--- src/sv/mbdc_pkg.sv ---
// shared constants, types and color helper for the bitmap display core
`default_nettype none

package mbdc_pkg;

    localparam int DISPLAY_LINES = 808;
    localparam int LINE_PIXELS   = 606;
    localparam int LINE_WORDS    = 38;
    localparam int CURSOR_SIZE   = 16;

    localparam logic [31:0] BACKGROUND_ARGB = 32'hFF050403;
    localparam logic [31:0] ALPHA_OPAQUE    = 32'hFF000000;

    typedef enum logic [2:0] {
        REG_PHOSPHOR_COLOR = 3'd0,
        REG_CURSOR_COLOR   = 3'd1,
        REG_CURSOR_COL     = 3'd2,
        REG_CURSOR_ROW     = 3'd3,
        REG_ORIGIN_X       = 3'd4,
        REG_ORIGIN_Y       = 3'd5,
        REG_WINDOW_WIDTH   = 3'd6,
        REG_WINDOW_HEIGHT  = 3'd7
    } t_cfg_reg;

    typedef enum logic {
        ACT_DISPLAY     = 1'b0,
        ACT_CURSOR_LOAD = 1'b1
    } t_action;

    // per-word job handed to the pixel emitter, bit i is pixel i from the left
    typedef struct packed {
        logic [15:0] lit;
        logic [15:0] cur;
        logic [31:0] lit_argb;
        logic [31:0] over_argb;
        logic [11:0] dx0;
        logic [11:0] dy;
    } t_word_job;

    // 3/4 of each color channel, truncating, alpha opaque
    function automatic logic [31:0] dim_color(input logic [31:0] c);
        logic [9:0] r3;
        logic [9:0] g3;
        logic [9:0] b3;
        r3 = {2'b00, c[23:16]} + {1'b0, c[23:16], 1'b0};
        g3 = {2'b00, c[15:8]}  + {1'b0, c[15:8], 1'b0};
        b3 = {2'b00, c[7:0]}   + {1'b0, c[7:0], 1'b0};
        return ALPHA_OPAQUE | {8'h00, r3[9:2], g3[9:2], b3[9:2]};
    endfunction

endpackage

`default_nettype wire

--- src/sv/mbdc_emitter.sv ---
// serializes one word job into pixels, one per cycle while the output is not stalled, through an output register
`default_nettype none

module mbdc_emitter (
    input  wire logic               i_clk,
    input  wire logic               i_rst_n,
    input  wire logic               i_job_valid,
    input  wire logic [15:0]        i_emit_mask,
    input  wire mbdc_pkg::t_word_job i_job,
    output logic                    o_job_ready,
    output logic                    o_pix_valid,
    input  wire logic               i_pix_ready,
    output logic [55:0]             o_pix_data,   // pixel_color, dest_x, dest_y
    output logic                    o_pix_last
);

    mbdc_pkg::t_word_job r_job;
    logic [15:0]         r_pending;
    logic                r_out_valid;
    logic [31:0]         r_out_color;
    logic [11:0]         r_out_dx;
    logic [11:0]         r_out_dy;
    logic                r_out_last;

    logic        pick_found;
    logic [3:0]  pick_idx;
    logic        out_free;
    logic        out_load;
    logic [15:0] n_pending;
    logic [31:0] pick_color;

    // leftmost pending pixel
    always_comb begin
        pick_found = 1'b0;
        pick_idx   = 4'd0;
        for (int i = 15; i >= 0; i--) begin
            if (r_pending[i]) begin
                pick_found = 1'b1;
                pick_idx   = 4'(i);
            end
        end
    end

    assign out_free    = !r_out_valid || i_pix_ready;
    assign out_load    = pick_found && out_free;
    assign n_pending   = out_load ? (r_pending & ~(16'h0001 << pick_idx)) : r_pending;
    assign o_job_ready = (n_pending == 16'h0000);

    always_comb begin
        if (r_job.cur[pick_idx]) begin
            pick_color = r_job.over_argb;
        end else if (r_job.lit[pick_idx]) begin
            pick_color = r_job.lit_argb;
        end else begin
            pick_color = mbdc_pkg::BACKGROUND_ARGB;
        end
    end

    always_ff @(posedge i_clk) begin
        if (!i_rst_n) begin
            r_pending   <= 16'h0000;
            r_out_valid <= 1'b0;
        end else begin
            if (i_job_valid && o_job_ready) begin
                r_pending <= i_emit_mask;
            end else begin
                r_pending <= n_pending;
            end
            if (out_load) begin
                r_out_valid <= 1'b1;
            end else if (i_pix_ready) begin
                r_out_valid <= 1'b0;
            end
        end
    end

    always_ff @(posedge i_clk) begin
        if (i_job_valid && o_job_ready) begin
            r_job <= i_job;
        end
        if (out_load) begin
            r_out_color <= pick_color;
            r_out_dx    <= r_job.dx0 + {8'h00, pick_idx};
            r_out_dy    <= r_job.dy;
            r_out_last  <= (n_pending == 16'h0000);
        end
    end

    assign o_pix_valid = r_out_valid;
    assign o_pix_data  = {r_out_dy, r_out_dx, r_out_color};
    assign o_pix_last  = r_out_last;

endmodule

`default_nettype wire

--- src/sv/mono_bitmap_display_cursor_overlay_core.sv ---
// Monochrome bitmap display core with cursor overlay: display words (tuser low) arrive in
// raster order, 38 per line and 808 lines per frame, and each becomes up to sixteen ARGB
// pixels, leftmost first, with tlast on the last pixel of the word; words whose pixels all
// fall outside the line or the destination window give no output. Items with tuser high load
// one row of the 16x16 cursor bitmap and give no output. An item is registered on entry,
// turned into per-pixel masks in one pass, then handed to an emitter that drives one pixel per
// cycle, while the output is not stalled, into the output register; a display word holds the
// emitter until its last visible pixel is loaded. A first pixel passes the input register, the
// emitter's pending mask and the output register. The single pixel output port sets the rate.
// Configuration must be written only while idle; the block itself does not enforce this.
`default_nettype none

module mono_bitmap_display_cursor_overlay_core (
    input  wire logic        i_clk,
    input  wire logic        i_rst_n,
    // configuration write port
    input  wire logic        i_cfg_wr_en,
    input  wire logic [2:0]  i_cfg_index,
    input  wire logic [31:0] i_cfg_data,
    // input stream
    input  wire logic        s_axis_tvalid,
    output logic             s_axis_tready,
    input  wire logic [23:0] s_axis_tdata,   // row_select[3:0], data_word[19:4], zero pad
    input  wire logic        s_axis_tuser,   // action
    // pixel stream
    output logic             m_axis_tvalid,
    input  wire logic        m_axis_tready,
    output logic [55:0]      m_axis_tdata,   // pixel_color[31:0], dest_x[43:32], dest_y[55:44]
    output logic             m_axis_tlast
);

    // configuration registers
    logic [31:0]        r_phosphor_color;
    logic [31:0]        r_cursor_argb;
    logic [9:0]         r_cursor_col;
    logic [9:0]         r_cursor_row;
    logic [11:0]        r_origin_x;
    logic [11:0]        r_origin_y;
    logic [12:0]        r_window_width;
    logic [12:0]        r_window_height;

    // raster position
    logic [9:0]         r_line_count;
    logic [5:0]         r_word_count;

    logic [15:0]        r_cursor_store [mbdc_pkg::CURSOR_SIZE];

    // input register
    logic               r_s1_valid;
    mbdc_pkg::t_action  r_s1_action;
    logic [3:0]         r_s1_sel;
    logic [15:0]        r_s1_word;
    logic [9:0]         r_s1_line;
    logic [5:0]         r_s1_wcnt;

    logic               in_accept;
    logic               s1_move;
    logic               job_ready;
    logic               job_valid;
    mbdc_pkg::t_action  in_action;

    logic [9:0]         x_base;
    logic [13:0]        dy_full;
    logic               line_ok;
    logic               cur_line;
    logic [3:0]         cur_y;
    logic [15:0]        cur_bits;
    logic [15:0]        emit_mask;
    mbdc_pkg::t_word_job job;

    always_ff @(posedge i_clk) begin
        if (!i_rst_n) begin
            r_phosphor_color <= 32'hFFFFFFFF;
            r_cursor_argb    <= 32'hFFFFFFFF;
            r_cursor_col     <= 10'd0;
            r_cursor_row     <= 10'd0;
            r_origin_x       <= 12'd0;
            r_origin_y       <= 12'd0;
            r_window_width   <= 13'd1024;
            r_window_height  <= 13'd1024;
        end else if (i_cfg_wr_en) begin
            unique case (mbdc_pkg::t_cfg_reg'(i_cfg_index))
                mbdc_pkg::REG_PHOSPHOR_COLOR: r_phosphor_color <= i_cfg_data;
                mbdc_pkg::REG_CURSOR_COLOR:   r_cursor_argb    <= i_cfg_data;
                mbdc_pkg::REG_CURSOR_COL:     r_cursor_col     <= i_cfg_data[9:0];
                mbdc_pkg::REG_CURSOR_ROW:     r_cursor_row     <= i_cfg_data[9:0];
                mbdc_pkg::REG_ORIGIN_X:       r_origin_x       <= i_cfg_data[11:0];
                mbdc_pkg::REG_ORIGIN_Y:       r_origin_y       <= i_cfg_data[11:0];
                mbdc_pkg::REG_WINDOW_WIDTH:   r_window_width   <= i_cfg_data[12:0];
                mbdc_pkg::REG_WINDOW_HEIGHT:  r_window_height  <= i_cfg_data[12:0];
                default: ;
            endcase
        end
    end

    assign in_action     = mbdc_pkg::t_action'(s_axis_tuser);
    assign s1_move       = r_s1_valid &&
                           (r_s1_action == mbdc_pkg::ACT_CURSOR_LOAD || job_ready);
    assign s_axis_tready = !r_s1_valid || s1_move;
    assign in_accept     = s_axis_tvalid && s_axis_tready;
    assign job_valid     = r_s1_valid && (r_s1_action == mbdc_pkg::ACT_DISPLAY);

    // position advances as each display word is taken
    always_ff @(posedge i_clk) begin
        if (!i_rst_n) begin
            r_line_count <= 10'd0;
            r_word_count <= 6'd0;
            r_s1_valid   <= 1'b0;
        end else begin
            if (in_accept) begin
                r_s1_valid <= 1'b1;
            end else if (s1_move) begin
                r_s1_valid <= 1'b0;
            end
            if (in_accept && in_action == mbdc_pkg::ACT_DISPLAY) begin
                if (r_word_count == 6'(mbdc_pkg::LINE_WORDS - 1)) begin
                    r_word_count <= 6'd0;
                    if (r_line_count == 10'(mbdc_pkg::DISPLAY_LINES - 1)) begin
                        r_line_count <= 10'd0;
                    end else begin
                        r_line_count <= r_line_count + 10'd1;
                    end
                end else begin
                    r_word_count <= r_word_count + 6'd1;
                end
            end
        end
    end

    always_ff @(posedge i_clk) begin
        if (in_accept) begin
            r_s1_action <= in_action;
            r_s1_sel    <= s_axis_tdata[3:0];
            r_s1_word   <= s_axis_tdata[19:4];
            r_s1_line   <= r_line_count;
            r_s1_wcnt   <= r_word_count;
        end
    end

    // cursor rows are written in stream order, after earlier words took their masks
    always_ff @(posedge i_clk) begin
        if (!i_rst_n) begin
            for (int i = 0; i < mbdc_pkg::CURSOR_SIZE; i++) begin
                r_cursor_store[i] <= 16'h0000;
            end
        end else if (s1_move && r_s1_action == mbdc_pkg::ACT_CURSOR_LOAD) begin
            r_cursor_store[r_s1_sel] <= r_s1_word;
        end
    end

    assign x_base   = {r_s1_wcnt, 4'b0000};
    assign dy_full  = {{2{r_origin_y[11]}}, r_origin_y} + {4'b0000, r_s1_line};
    assign line_ok  = !dy_full[13] && (dy_full[12:0] < r_window_height);
    assign cur_line = ({1'b0, r_s1_line} >= {1'b0, r_cursor_row}) &&
                      ({1'b0, r_s1_line} < ({1'b0, r_cursor_row} + 11'd16));
    assign cur_y    = r_s1_line[3:0] - r_cursor_row[3:0];
    assign cur_bits = r_cursor_store[cur_y];

    always_comb begin
        logic [10:0] x_i;
        logic [13:0] dx_i;
        logic [3:0]  cx;
        logic        in_cur_col;
        emit_mask = 16'h0000;
        job.cur   = 16'h0000;
        job.lit   = 16'h0000;
        for (int i = 0; i < 16; i++) begin
            x_i  = {1'b0, x_base} + 11'(i);
            dx_i = {{2{r_origin_x[11]}}, r_origin_x} + {3'b000, x_i};
            cx   = x_i[3:0] - r_cursor_col[3:0];
            in_cur_col = (x_i >= {1'b0, r_cursor_col}) &&
                         (x_i < ({1'b0, r_cursor_col} + 11'd16));
            emit_mask[i] = line_ok && (x_i < 11'(mbdc_pkg::LINE_PIXELS)) &&
                           !dx_i[13] && (dx_i[12:0] < r_window_width);
            job.lit[i]   = r_s1_word[15 - i];
            job.cur[i]   = cur_line && in_cur_col && cur_bits[4'd15 - cx];
        end
        job.lit_argb     = r_s1_line[0] ? r_phosphor_color
                                        : mbdc_pkg::dim_color(r_phosphor_color);
        job.over_argb    = r_cursor_argb;
        job.dx0          = r_origin_x + {2'b00, x_base};
        job.dy           = dy_full[11:0];
    end

    mbdc_emitter u_emitter (
        .i_clk       (i_clk),
        .i_rst_n     (i_rst_n),
        .i_job_valid (job_valid),
        .i_emit_mask (emit_mask),
        .i_job       (job),
        .o_job_ready (job_ready),
        .o_pix_valid (m_axis_tvalid),
        .i_pix_ready (m_axis_tready),
        .o_pix_data  (m_axis_tdata),
        .o_pix_last  (m_axis_tlast)
    );

endmodule

`default_nettype wire

--- config.mk ---
export PLATFORM = sky130hd
export DESIGN_NAME = mono_bitmap_display_cursor_overlay_core
export DESIGN_NICKNAME = d
export VERILOG_FILES = /design/src/sv/mbdc_pkg.sv /design/src/sv/mbdc_emitter.sv /design/src/sv/mono_bitmap_display_cursor_overlay_core.sv
export SDC_FILE = /design/constraint.sdc
export NUM_CORES = 1
export LEC_CHECK = 0
export BUFFER_PORTS_ARGS = -buffer_cell sky130_fd_sc_hd__buf_2
export CAP_MARGIN = 5
export CELL_PAD_IN_SITES_DETAIL_PLACEMENT = 1
export CELL_PAD_IN_SITES_GLOBAL_PLACEMENT = 1
export CORE_UTILIZATION = 55
export DETAILED_ROUTE_END_ITERATION = 8
export PLACE_DENSITY_LB_ADDON = 0.15
export SYNTH_ARGS = -nofsm -noshare
export SYNTH_HDL_FRONTEND = slang
export SYNTH_HIERARCHICAL = 1
export SYNTH_SLANG_ARGS = --single-unit
--- constraint.sdc ---
create_clock -name i_clk -period 8.32 [get_ports i_clk]
set_input_delay 0.832 -clock i_clk [delete_from_list [all_inputs] [get_ports i_clk]]
set_output_delay 0.832 -clock i_clk [all_outputs]
set_load 0.05 [all_outputs]
# Word level (Yosys, flattened, before mapping)
# Memory sizes are Yosys's and may differ from the RTL's.
# Cells that the tools add are included.
word_totals:
  register_bits: 382
  ramBits: 256
  word_cells: 429
  mem_count: 1
op_classes:
  n_addsub: 74
  n_eq_ne: 9
  magnitude_cmp: 84
  shifts: 1
  n_reduce_logical: 141
  bitwise: 4
  mux: 86
mem_list:
  columns: ["name", "words", "width", "read_ports", "rd_ports_with_merged_regs", "write_ports", "line_no", "source"]
  rows:
  - ["r_cursor_store", 16, 16, 1, 0, 16, "mono_bitmap_display_cursor_overlay_core.sv:46", "logic [15:0] r_cursor_store [mbdc_pkg::CURSOR_SIZE];"]
ops:
  columns: ["operator", "count"]
  rows:
  - ["13-bit less-than comparator", 17]
  - ["12-bit by 12-bit adder with 13-bit output", 15]
  - ["11-bit by 10-bit greater-or-equal comparator with 1-bit output", 15]
  - ["11-bit by 10-bit less-than comparator with 1-bit output, second input constant", 15]
  - ["11-bit less-than comparator", 15]
  - ["1-bit logical AND", 105]
  - ["10-bit by 4-bit adder with 11-bit output, second input constant", 8]
  - ["4-bit by 5-bit less-than comparator with 1-bit output, second input constant", 17]
  - ["1-bit binary-select mux with 4-bit select", 18]
  - ["4-bit two-way mux", 17]
  - ["32-bit two-way mux", 2]
  - ["4-bit subtractor", 16]
  - ["4-bit subtractor, first input constant", 16]
  - ["16-bit two-way mux", 3]
  - ["10-bit by 3-bit adder with 11-bit output, second input constant", 4]
  - ["1-bit two-way mux", 43]
  - ["8-bit by 9-bit adder with 10-bit output", 3]
  - ["12-bit by 11-bit adder with 13-bit output", 2]
  - ["24-bit two-way mux", 1]
  - ["10-bit by 2-bit adder with 11-bit output, second input constant", 2]
  - ["10-bit by 5-bit adder with 11-bit output, second input constant", 2]
  - ["10-bit by 11-bit less-than comparator with 1-bit output", 2]
  - ["10-bit greater-or-equal comparator", 2]
  - ["1-bit zero test", 19]
  - ["24 further kinds", 40]

# Longest topological paths before layout
# Gate-level depths: netlist (run 1).
logic_depth:
  word_depth: 29
  mapped_depth: 21
  ltp_nobuf: 20

# By module
# Netlist (run 1), hierarchy kept.
by_module_without_submodules:
  columns: ["module", "cells_per_inst", "seq_area_each_um2", "instances", "area_per_inst_um2"]
  rows:
  - ["mono_bitmap_display_cursor_overlay_core", 2831, 11821.3, 1, 28984.0]
  - ["mbdc_emitter", 483, 5655.4, 1, 7629.8]

# Worst setup path after synthesis (run 1)
# No wires, ideal clock.
synth_timing:
  kind: "flip-flop to flip-flop"
  startpoint: "register u_emitter.r_pending[9]"
  endpoint: "register u_emitter/r_job[0] (netlist name), enable pin"
  synth_period_minus_slack_ns: 5.396
  stages_incl_launch_ff: 10
  setup_time_ns: 0.493
  arrival_time_ns: 4.903
  slack_ns: 2.924
  path_cell_list: "dfxtp_1 > or4_1 > nor3_2 > a22o_2 > inv_2 > or4_4 > o221ai_1 > nand3_1 > nor3_1 > and2_1"
synth_via:
  elab_chain_len: 16
  elab_cells_between_ends: 27
  cone_classes: "shift: 1; mux: 21; bitwise: 2; reduce/logical: 3"
synth_lines:
  columns: ["item", "line_no", "source"]
  rows:
  - ["from (decl)", "mbdc_emitter.sv:18", "logic [15:0] r_pending;"]
  - ["from (signal assigned)", "mbdc_emitter.sv:65", "r_pending <= i_emit_mask;"]
  - ["from (signal assigned)", "mbdc_emitter.sv:67", "r_pending <= n_pending;"]
  - ["4-bit two-way mux (10 in series)", "mbdc_emitter.sv:37", "if (r_pending[i]) begin"]
  - ["1-bit by 4-bit left shift with 16-bit output", "mbdc_emitter.sv:46", "assign n_pending = out_load ? (r_pending & ~(16'h0001 << pick_idx)) : r_pending;"]
  - ["16-bit inverter", "mbdc_emitter.sv:46", null]
  - ["16-bit AND", "mbdc_emitter.sv:46", null]
  - ["16-bit two-way mux *", "mbdc_emitter.sv:46", null]
  - ["16-bit zero test *", "mbdc_emitter.sv:47", "assign o_job_ready = (n_pending == 16'h0000);"]
  - ["via job_ready", "mono_bitmap_display_cursor_overlay_core.sv:58", "logic job_ready;"]
  - ["1-bit logical AND *", "mbdc_emitter.sv:78", "if (i_job_valid && o_job_ready) begin"]
  - ["to (signal assigned)", "mbdc_emitter.sv:79", "r_job <= i_job;"]
  - ["to (decl)", "mbdc_emitter.sv:17", "mbdc_pkg::t_word_job r_job;"]
# The timed path passes the listed nets; every way through them passes the cells marked *.
# A chain may end at the register's enable or synchronous reset.

# Worst setup path in the final report (run 1)
layout_timing:
  startpoint: "register u_emitter.r_pending[9]"
  endpoint: "register r_line_count[9]"
layout_via:
  elab_chain_len: 21
  elab_cells_between_ends: 32
  cone_classes: "shift: 1; mux: 21; bitwise: 2; reduce/logical: 8"
layout_lines:
  columns: ["item", "line_no", "source"]
  rows:
  - ["4-bit two-way mux (10 in series)", "mbdc_emitter.sv:37", null]
  - ["1-bit by 4-bit left shift with 16-bit output", "mbdc_emitter.sv:46", null]
  - ["16-bit inverter", "mbdc_emitter.sv:46", null]
  - ["16-bit AND", "mbdc_emitter.sv:46", null]
  - ["16-bit two-way mux *", "mbdc_emitter.sv:46", null]
  - ["16-bit zero test *", "mbdc_emitter.sv:47", null]
  - ["via job_ready", "mono_bitmap_display_cursor_overlay_core.sv:58", null]
  - ["1-bit logical OR *", "mono_bitmap_display_cursor_overlay_core.sv:98", "(r_s1_action == mbdc_pkg::ACT_CURSOR_LOAD || job_ready);"]
  - ["1-bit logical AND *", "mono_bitmap_display_cursor_overlay_core.sv:97", "assign s1_move = r_s1_valid &&"]
  - ["1-bit logical OR *", "mono_bitmap_display_cursor_overlay_core.sv:99", "assign s_axis_tready = !r_s1_valid || s1_move;"]
  - ["1-bit logical AND *", "mono_bitmap_display_cursor_overlay_core.sv:100", "assign in_accept = s_axis_tvalid && s_axis_tready;"]
  - ["1-bit logical AND *", "mono_bitmap_display_cursor_overlay_core.sv:115", "if (in_accept && in_action == mbdc_pkg::ACT_DISPLAY) begin"]
  - ["2-bit AND reduction (no source line) *", null, null]
  - ["to (signal assigned)", "mono_bitmap_display_cursor_overlay_core.sv:121", "r_line_count <= r_line_count + 10'd1;"]
  - ["to (decl)", "mono_bitmap_display_cursor_overlay_core.sv:43", "logic [9:0] r_line_count;"]
# Marks and branches as above.

==> flow_metrics.py, run 1 <==
metrics = {
    "outcome": {
        "outcome": "finished, final reports clean",
    },
    "grt": {
        "grt_pass1_vias": 29200,
        "grt_overflow": 0,
        "grt_util_all_layers_pct": 34.0,
        "grt_pass1_wl_um": 175000,
        "grt_max_degree": 74,
        "antenna_found_initial": 7,
    },
    "drt": {
        "drt-met1-wl_um": 46200,
        "drt_pass1_iterations": 5,
        "met3_wirelength_um": 6420,
        "routed-wl-met2_um": 58400,
        "ant_nets": 0,
        "drc": 0,
        "drt_iter0_drc": 2227,
        "num_vias": 27400,
        "drt-total-wl_um": 115000,
        "post_drt_via_cell_ratio": 6.36,
        "highest_layer": "met5",
        "wl_per_cell_um": 26.6,
    },
    "placement": {
        "gp_congestion": 0.967,
        "place_area_um2": 38000,
        "port_buffers": 119,
        "dp_hpwl_um": 76900,
    },
    "setup_path": {
        "critical_path_class": "register to register",
        "critPathArrivalTime_ns": 6.77,
        "crit_top_cell": "nor3b_1",
        "cpPeakStageDelay_ns": 0.82,
        "crit_required_ns": 8.87,
        "critical_path.slowest_cell": "nor3_1",
        "cp_max_fo": 13,
        "cp-start-kind": "register",
        "critPathCaptureType": "register",
        "critical_path.cell_chain": "or4_1 > nor3_2 > a22o_2 > inv_2 > or4_4 > o221ai_1 > nand3_1 > nor3_1 > nor3b_1 > nor3b_1 > nand2_1 > nor4_1 > nand4_1 > or3_1 > a21oi_1",
    },
    "power": {
        "swShare_pct": 36.1,
        "pwr-share-clk_pct": 29.2,
        "p_sw_mw": 3.87,
        "cellPowerDensity_nw_per_um2": 266,
        "seq_power_share_pct": 38.4,
        "internal-power_mw": 6.83,
        "p_leak_nw": 15.9,
        "comb_power_share_pct": 32.4,
        "ir_drop_uv": 266,
    },
    "sta": {
        "tightest_slew_ns": 1.38,
        "setup_tns_ns": 0,
        "drv_slew": 0,
        "finalHoldViolCount": 0,
        "fin_crit_sh_pct": 74.9,
        "fin_crit_ns": 6.23,
        "max_freq_mhz": 161,
        "fin_worst_skew_ns": 0.0380,
        "rsz0062_at_grt": "false",
        "slew_headroom_pct": 7.59,
        "setup_viol": 0,
    },
    "clock_network": {
        "numClockSinks": 638,
        "cts_buffers": 69,
        "tritoncts": "done",
        "cts-resized-gates": 0,
        "cts-root-buf": "clkbuf_16",
        "h-tree-depth": 3,
        "insertion_delay_ns": 0.64,
        "cts_setup_buffers": 0,
        "hold_buffers": 0,
        "clockBufferDepth": 3,
        "cts.reportedPaths.clkPinSlew_ns": 0.06,
    },
    "logic_synthesis": {
        "avgSynthCellArea_um2": 11.0,
        "synth_largest_area_cell": "edfxtp_1",
        "synth-edff-count": 470,
        "ys.flop_type": "edfxtp_1",
        "synth-seq-cells": 638,
        "ys_async_sr_fraction_pct": 0,
        "netlist_top_cells_area": "edfxtp_1, ha_1, dfxtp_1",
        "syn_area_um2": 36600,
        "syn_inst": 3314,
        "netlist.area_leader.share_pct": 38.5,
        "yosysMostFrequentCell": "edfxtp_1",
        "yosysWarningCount": 6,
        "synth_fp_nets": 3678,
        "ys_seq_area_share_pct": 47.7,
        "netlist_top_cells_count": "edfxtp_1, nand2_1, ha_1",
        "synth_cell_types": 87,
    },
    "floorplan": {
        "die_x_um": 260,
        "dieArea_um2": 67600,
        "io_pins": 124,
        "start_util_pct": 55.6,
        "core_area_um2": 65900,
        "fp-row-count": 94,
        "die_h_um": 260,
    },
    "cells_and_area": {
        "nFillCells": 6836,
        "fin_nets": 3743,
        "fin_util_pct": 61.1,
        "drive_gt1_share_pct": 12.2,
        "regArea_um2": 17500,
        "finalInstanceArea_um2": 40300,
        "area_delta_synth_final_pct": 9.99,
        "multi_input_area_um2": 17900,
    },
    "min_path": {
        "hp-class": "primary input to register",
    },
    "job": {
        "maxCapViolations": 0,
    },
}
layout by cell type, fill, tap and decap left out, types with 14 or more instances in the layout:
| master | netlist | routed |
|---|---|---|
| mux2i_1 | 19 | 19 |
| a31oi_1 | 14 | 14 |
| clkinv_1 | 4 | 15 |
| and2_1 | 261 | 260 |
| xnor2_1 | 107 | 107 |
| nor4_1 | 21 | 21 |
| edfxtp_1 | 470 | 470 |
| o22ai_1 | 15 | 15 |
| a21o_1 | 48 | 48 |
| clkbuf_16 | 0 | 70 |
| nand3_1 | 97 | 97 |
| nor2_1 | 124 | 123 |
| mux4_1 | 35 | 35 |
| o211ai_1 | 28 | 28 |
| dfxtp_1 | 168 | 168 |
| a211oi_1 | 21 | 21 |
| mux4_2 | 67 | 67 |
| xor2_1 | 81 | 81 |
| nand2b_1 | 37 | 37 |
| mux2_2 | 43 | 43 |
| nand2_1 | 391 | 391 |
| nor2b_1 | 29 | 28 |
| ha_1 | 291 | 290 |
| clkbuf_1 | 135 | 14 |
| and3_1 | 38 | 38 |
| o21ai_1 | 5 | 15 |
| o21ai_0 | 179 | 167 |
| buf_2 | 10 | 118 |
| buf_4 | 4 | 53 |
| nand3b_1 | 14 | 14 |
| nor3_1 | 31 | 29 |
| o21a_1 | 17 | 17 |
| inv_1 | 118 | 118 |
| a21oi_1 | 203 | 202 |
per-stage QoR:
step           setup slack, ns  power [mW]  hold WS (ns)  cells
2_1_floorplan             2.92        6.55         0.400   3314
4_1_cts                   2.17        10.7         0.334   4299
6_report                  2.09        10.7         0.363   4305
5_1_grt                   1.98        11.1         0.339   4305
3_3_place_gp              2.55        7.44         0.401   4171
3_5_place_dp              2.19        7.57         0.406   4172
flip-flops by register name, summed over array words and instances (netlist names), 12 cells and up:
name                   flops
r_origin_x                12
r_window_height           13
u_emitter/r_out_color     32
r_s1_word                 16
u_emitter/r_pending       16
r_window_width            13
r_phosphor_color          32
r_cursor_argb             32
r_origin_y                12
u_emitter/r_job          120
r_cursor_store           256
u_emitter/r_out_dy        12
u_emitter/r_out_dx        12
kinds of logic after synthesis:
family / count (synthesis) / synth area share [%]
buffers and inverters: 302 / 3.41
multiplexers: 165 / 8.51
AO/OA/AOI/OAI: 631 / 10.6
flip-flops: 638 / 47.7
adder cells (fa/ha/maj): 299 / 10.4
AND/OR/NAND/NOR: 1089 / 14.8
XOR/XNOR: 190 / 4.59
final cells by class:
type,instances,area share (%)
Antenna cell,6,0.0373
Clock buffer,92,4.75
Clock inverter,35,0.951
Inverter,125,1.17
Multi-Input combinational cell,2374,44.6
Sequential cell,638,43.4
Tap cell,864,2.68
Timing Repair Buffer,171,2.45
power groups by stage:
stage          Sequential [mW]  Combinational [mW]  Clock, mW
6_report                  4.11                3.47       3.13
5_1_grt                   4.14                3.66       3.26
4_1_cts                   4.11                3.44       3.16
3_5_place_dp              4.17                3.40          0
3_3_place_gp              4.14                3.30          0
2_1_floorplan             4.65                1.90          0
path summary, 6_finish.rpt:
check                                          from                              end  slack, ns  depth (start not counted)
setup / recovery  u_emitter/r_pending[9]$_SDFF_PN0_     r_line_count[9]$_SDFFE_PN0P_       2.09                         15
hold reg to reg        u_emitter/r_job[5]$_DFFE_PP_  u_emitter/r_out_dy[5]$_DFFE_PN_       0.42                          0
hold / removal                      s_axis_tdata[2]            r_s1_sel[2]$_DFFE_PP_       0.36                          1
setup reg to reg  u_emitter/r_pending[9]$_SDFF_PN0_     r_line_count[9]$_SDFFE_PN0P_       2.09                         15
per-layer routing:
metal	vias to the layer above	track usage, %
met5	-	0
met1	14000	42.4
met2	997	59.8
met4	2	12.6
met3	258	4.84
li1	12200	-
critical path: cells and delay by family, from the launching register on:
kind	cells	cell delay [ns]
buf+inv	1	0.20
flops	1	0.40
simple gates	11	4.88
compound gates	3	0.66
Note: power is estimated with default switching activity, not from simulation.
==> inputs of run 2 (changes only) <==
--- a/config.mk
+++ b/config.mk
@@ -9,7 +9,7 @@
 export CAP_MARGIN = 5
 export CELL_PAD_IN_SITES_DETAIL_PLACEMENT = 1
 export CELL_PAD_IN_SITES_GLOBAL_PLACEMENT = 1
-export CORE_UTILIZATION = 55
+export CORE_UTILIZATION = 51
 export DETAILED_ROUTE_END_ITERATION = 8
 export PLACE_DENSITY_LB_ADDON = 0.15
 export SYNTH_ARGS = -nofsm -noshare
==> constraint.sdc (replaced) <==
create_clock -name i_clk -period 6.25 [get_ports i_clk]
set_input_delay 0.625 -clock i_clk [delete_from_list [all_inputs] [get_ports i_clk]]
set_output_delay 0.625 -clock i_clk [all_outputs]
set_load 0.05 [all_outputs]
==> run 2 against run 1 <==
Against the previous run:
- core utilization down 3.8 points
- maximum frequency rose by 13%
- critical path depth rose by 2
- global-route usage shrank 3.7 points
- count of clock-buffer cells in the layout is 6 higher
- via count is 2.4% lower
- first-iteration DRC count down 23%
- worst setup slack lost 1.4 ns
- worst hold slack got worse by 0.19 ns
- sequential power rose by 33%
- routed wire length fell by 3.3%
- critical path type unchanged
- highest routed layer is now met4
==> flow_metrics.py, run 2 (synthesized netlist as in run 1, its figures left out) <==
metrics = {
    "drt": {
        "drt_pass1_iterations": 5,
        "wl_per_cell_um": 25.3,
        "drc": 0,
        "ant_nets": 0,
        "drt_iter0_drc": 1712,
        "num_vias": 26700,
        "post_drt_via_cell_ratio": 6.09,
        "drt-total-wl_um": 111000,
    },
    "grt": {
        "antenna_found_initial": 2,
        "grt_util_all_layers_pct": 30.3,
        "grt_overflow": 0,
        "grt_pass1_vias": 28500,
        "grt_pass1_wl_um": 170000,
        "grt_max_degree": 80,
    },
    "min_path": {
        "min_from": "s_axis_tdata[11]",
        "hold_end": "r_s1_word[7]$_DFFE_PP_",
        "hold_depth": 1,
        "hp-class": "primary input to register",
    },
    "floorplan": {
        "io_pins": 124,
        "core_area_um2": 70500,
        "die_x_um": 270,
        "start_util_pct": 51.9,
        "die_h_um": 270,
        "fp-row-count": 97,
        "dieArea_um2": 72900,
    },
    "sta": {
        "holdWs_ns": 0.177,
        "drv_slew": 0,
        "fin_crit_sh_pct": 88.4,
        "slew_headroom_pct": 14.1,
        "fin_crit_ns": 5.52,
        "setup_tns_ns": 0,
        "rsz0062_at_grt": "false",
        "fin_worst_skew_ns": 0.0297,
        "setup_viol": 0,
        "finalHoldViolCount": 0,
        "max_freq_mhz": 181,
        "tightest_slew_ns": 1.28,
    },
    "clock_network": {
        "clockBufferDepth": 3,
        "numClockSinks": 638,
        "insertion_delay_ns": 0.63,
        "cts_setup_buffers": 0,
        "cts.reportedPaths.clkPinSlew_ns": 0.06,
        "cts_buffers": 71,
        "tritoncts": "done",
        "cts-resized-gates": 0,
        "cts-root-buf": "clkbuf_16",
        "h-tree-depth": 3,
        "hold_buffers": 0,
    },
    "cells_and_area": {
        "drive_gt1_share_pct": 12.4,
        "final_common_cell": "edfxtp_1",
        "largest_reg_flops": 256,
        "regMostFlops": "r_cursor_store",
        "final_cell_mix": "edfxtp_1, nand2_1, ha_1",
        "fin_nets": 3756,
        "reg_top3": "r_cursor_store (256), u_emitter/r_job (120)",
        "fin_util_pct": 57.4,
        "finalInstanceArea_um2": 40400,
        "fin_cells": 4389,
        "area_delta_synth_final_pct": 10.5,
    },
    "placement": {
        "dp_hpwl_um": 77900,
        "port_buffers": 119,
        "post-place-cells": 4257,
        "gp_congestion": 0.924,
        "place_area_um2": 38200,
    },
    "power": {
        "p_sw_mw": 5.09,
        "cellPowerDensity_nw_per_um2": 351,
        "swShare_pct": 35.9,
        "internal-power_mw": 9.10,
        "ir_drop_uv": 333,
        "seq_power_share_pct": 38.5,
        "p_leak_nw": 16.0,
        "comb_power_share_pct": 32.5,
        "pwr-share-clk_pct": 29.0,
    },
    "setup_path": {
        "cp_max_fo": 12,
        "r2r_end": "u_emitter/r_pending[12]$_SDFF_PN0_",
        "critical_path.slowest_cell": "a2111oi_0",
        "reg2reg_slack_ns": 0.73,
        "path_buf_inv": 0,
        "cp-start-kind": "register",
        "cpPeakStageDelay_ns": 0.82,
        "critPathArrivalTime_ns": 6.06,
        "cp_top_family": "compound AO/OA/AOI/OAI gates",
        "crit_required_ns": 6.79,
        "reg2reg_from": "r_s1_line[1]$_DFFE_PP_",
        "critical_path_class": "register to register",
        "critical_path.cell_chain": "fa_1 > a21o_1 > a21oi_1 > nor2b_1 > o21a_1 > o41ai_1 > o21bai_1 > a21oi_1 > xnor2_1 > ha_1 > and4_1 > a221oi_1 > nand2_1 > a311o_1 > a2111oi_0 > nand2_1 > o21ai_2",
        "critPathCaptureType": "register",
        "rr_worst_depth": 17,
    },
    "job": {
        "maxCapViolations": 0,
    },
    "outcome": {
        "outcome": "finished, final reports clean",
    },
}
## run 2: cell count changes in the layout (fill, tap and decap cells not counted), moves of 3 or more
cell	change
clkinv_1	-3
clkinv_2	-4
clkbuf_1	+6
buf_4	+6
diode_2	-4
buf_12	+4
## run 2: stage by stage
step / setup WS, ns / power (mW)
4_1_cts: 0.825 / 14.3
3_3_place_gp: 0.955 / 9.98
2_1_floorplan: 0.854 / 8.72
6_report: 0.728 / 14.2
3_5_place_dp: 0.898 / 10.1
5_1_grt: 0.409 / 14.7
## run 2: routing by layer
| layer | GRT usage (%) | routed length (um) |
|---|---|---|
| met5 | 0 | 0 |
| met4 | 12.6 | 3930 |
| met3 | 3.52 | 4770 |
| met2 | 52.5 | 55600 |
| met1 | 38.5 | 46500 |
## run 2: worst reg2reg max path, stage by stage, from the launching register on
cell and delay, ns:
edfxtp_1 0.56, fa_1 0.50, a21o_1 0.19, a21oi_1 0.22
nor2b_1 0.07, o21a_1 0.20, o41ai_1 0.57, o21bai_1 0.11
a21oi_1 0.19, xnor2_1 0.18, ha_1 0.29, and4_1 0.17
a221oi_1 0.30, nand2_1 0.09, a311o_1 0.64, a2111oi_0 0.84
nand2_1 0.15, o21ai_2 0.15
## run 2: worst max-delay path by stage
stage                                            from                                 end  slack [ns]  cells after the start
floorplan           u_emitter/r_pending[9]$_SDFF_PN0_        u_emitter/r_job[0]$_DFFE_PP_        0.85                      9
global placement               r_s1_line[1]$_DFFE_PP_   u_emitter/r_pending[6]$_SDFF_PN0_        0.96                     18
detailed placement             r_s1_line[1]$_DFFE_PP_  u_emitter/r_pending[12]$_SDFF_PN0_        0.90                     17
CTS                            r_s1_line[1]$_DFFE_PP_  u_emitter/r_pending[12]$_SDFF_PN0_        0.83                     17
global route                   r_s1_line[1]$_DFFE_PP_  u_emitter/r_pending[12]$_SDFF_PN0_        0.41                     17
finish                         r_s1_line[1]$_DFFE_PP_  u_emitter/r_pending[12]$_SDFF_PN0_        0.73                     17
## run 2: layout make-up
class | instances | area (um2)
Clock buffer | 98 | 1960
Antenna cell | 2 | 5.00
Fill cell | 7398 | 30100
Sequential cell | 638 | 17500
Timing Repair Buffer | 182 | 1120
Inverter | 125 | 469
Clock inverter | 30 | 302
Tap cell | 940 | 1180
Multi-Input combinational cell | 2374 | 17900
## run 2: power groups by stage
stage | Combinational, mW | Sequential [mW] | Clock [mW]
after global routing | 4.89 | 5.50 | 4.33
after detailed placement | 4.58 | 5.55 | 0
after CTS | 4.62 | 5.46 | 4.19
after floorplan | 2.53 | 6.19 | 0
after global placement | 4.46 | 5.52 | 0
final | 4.61 | 5.46 | 4.11
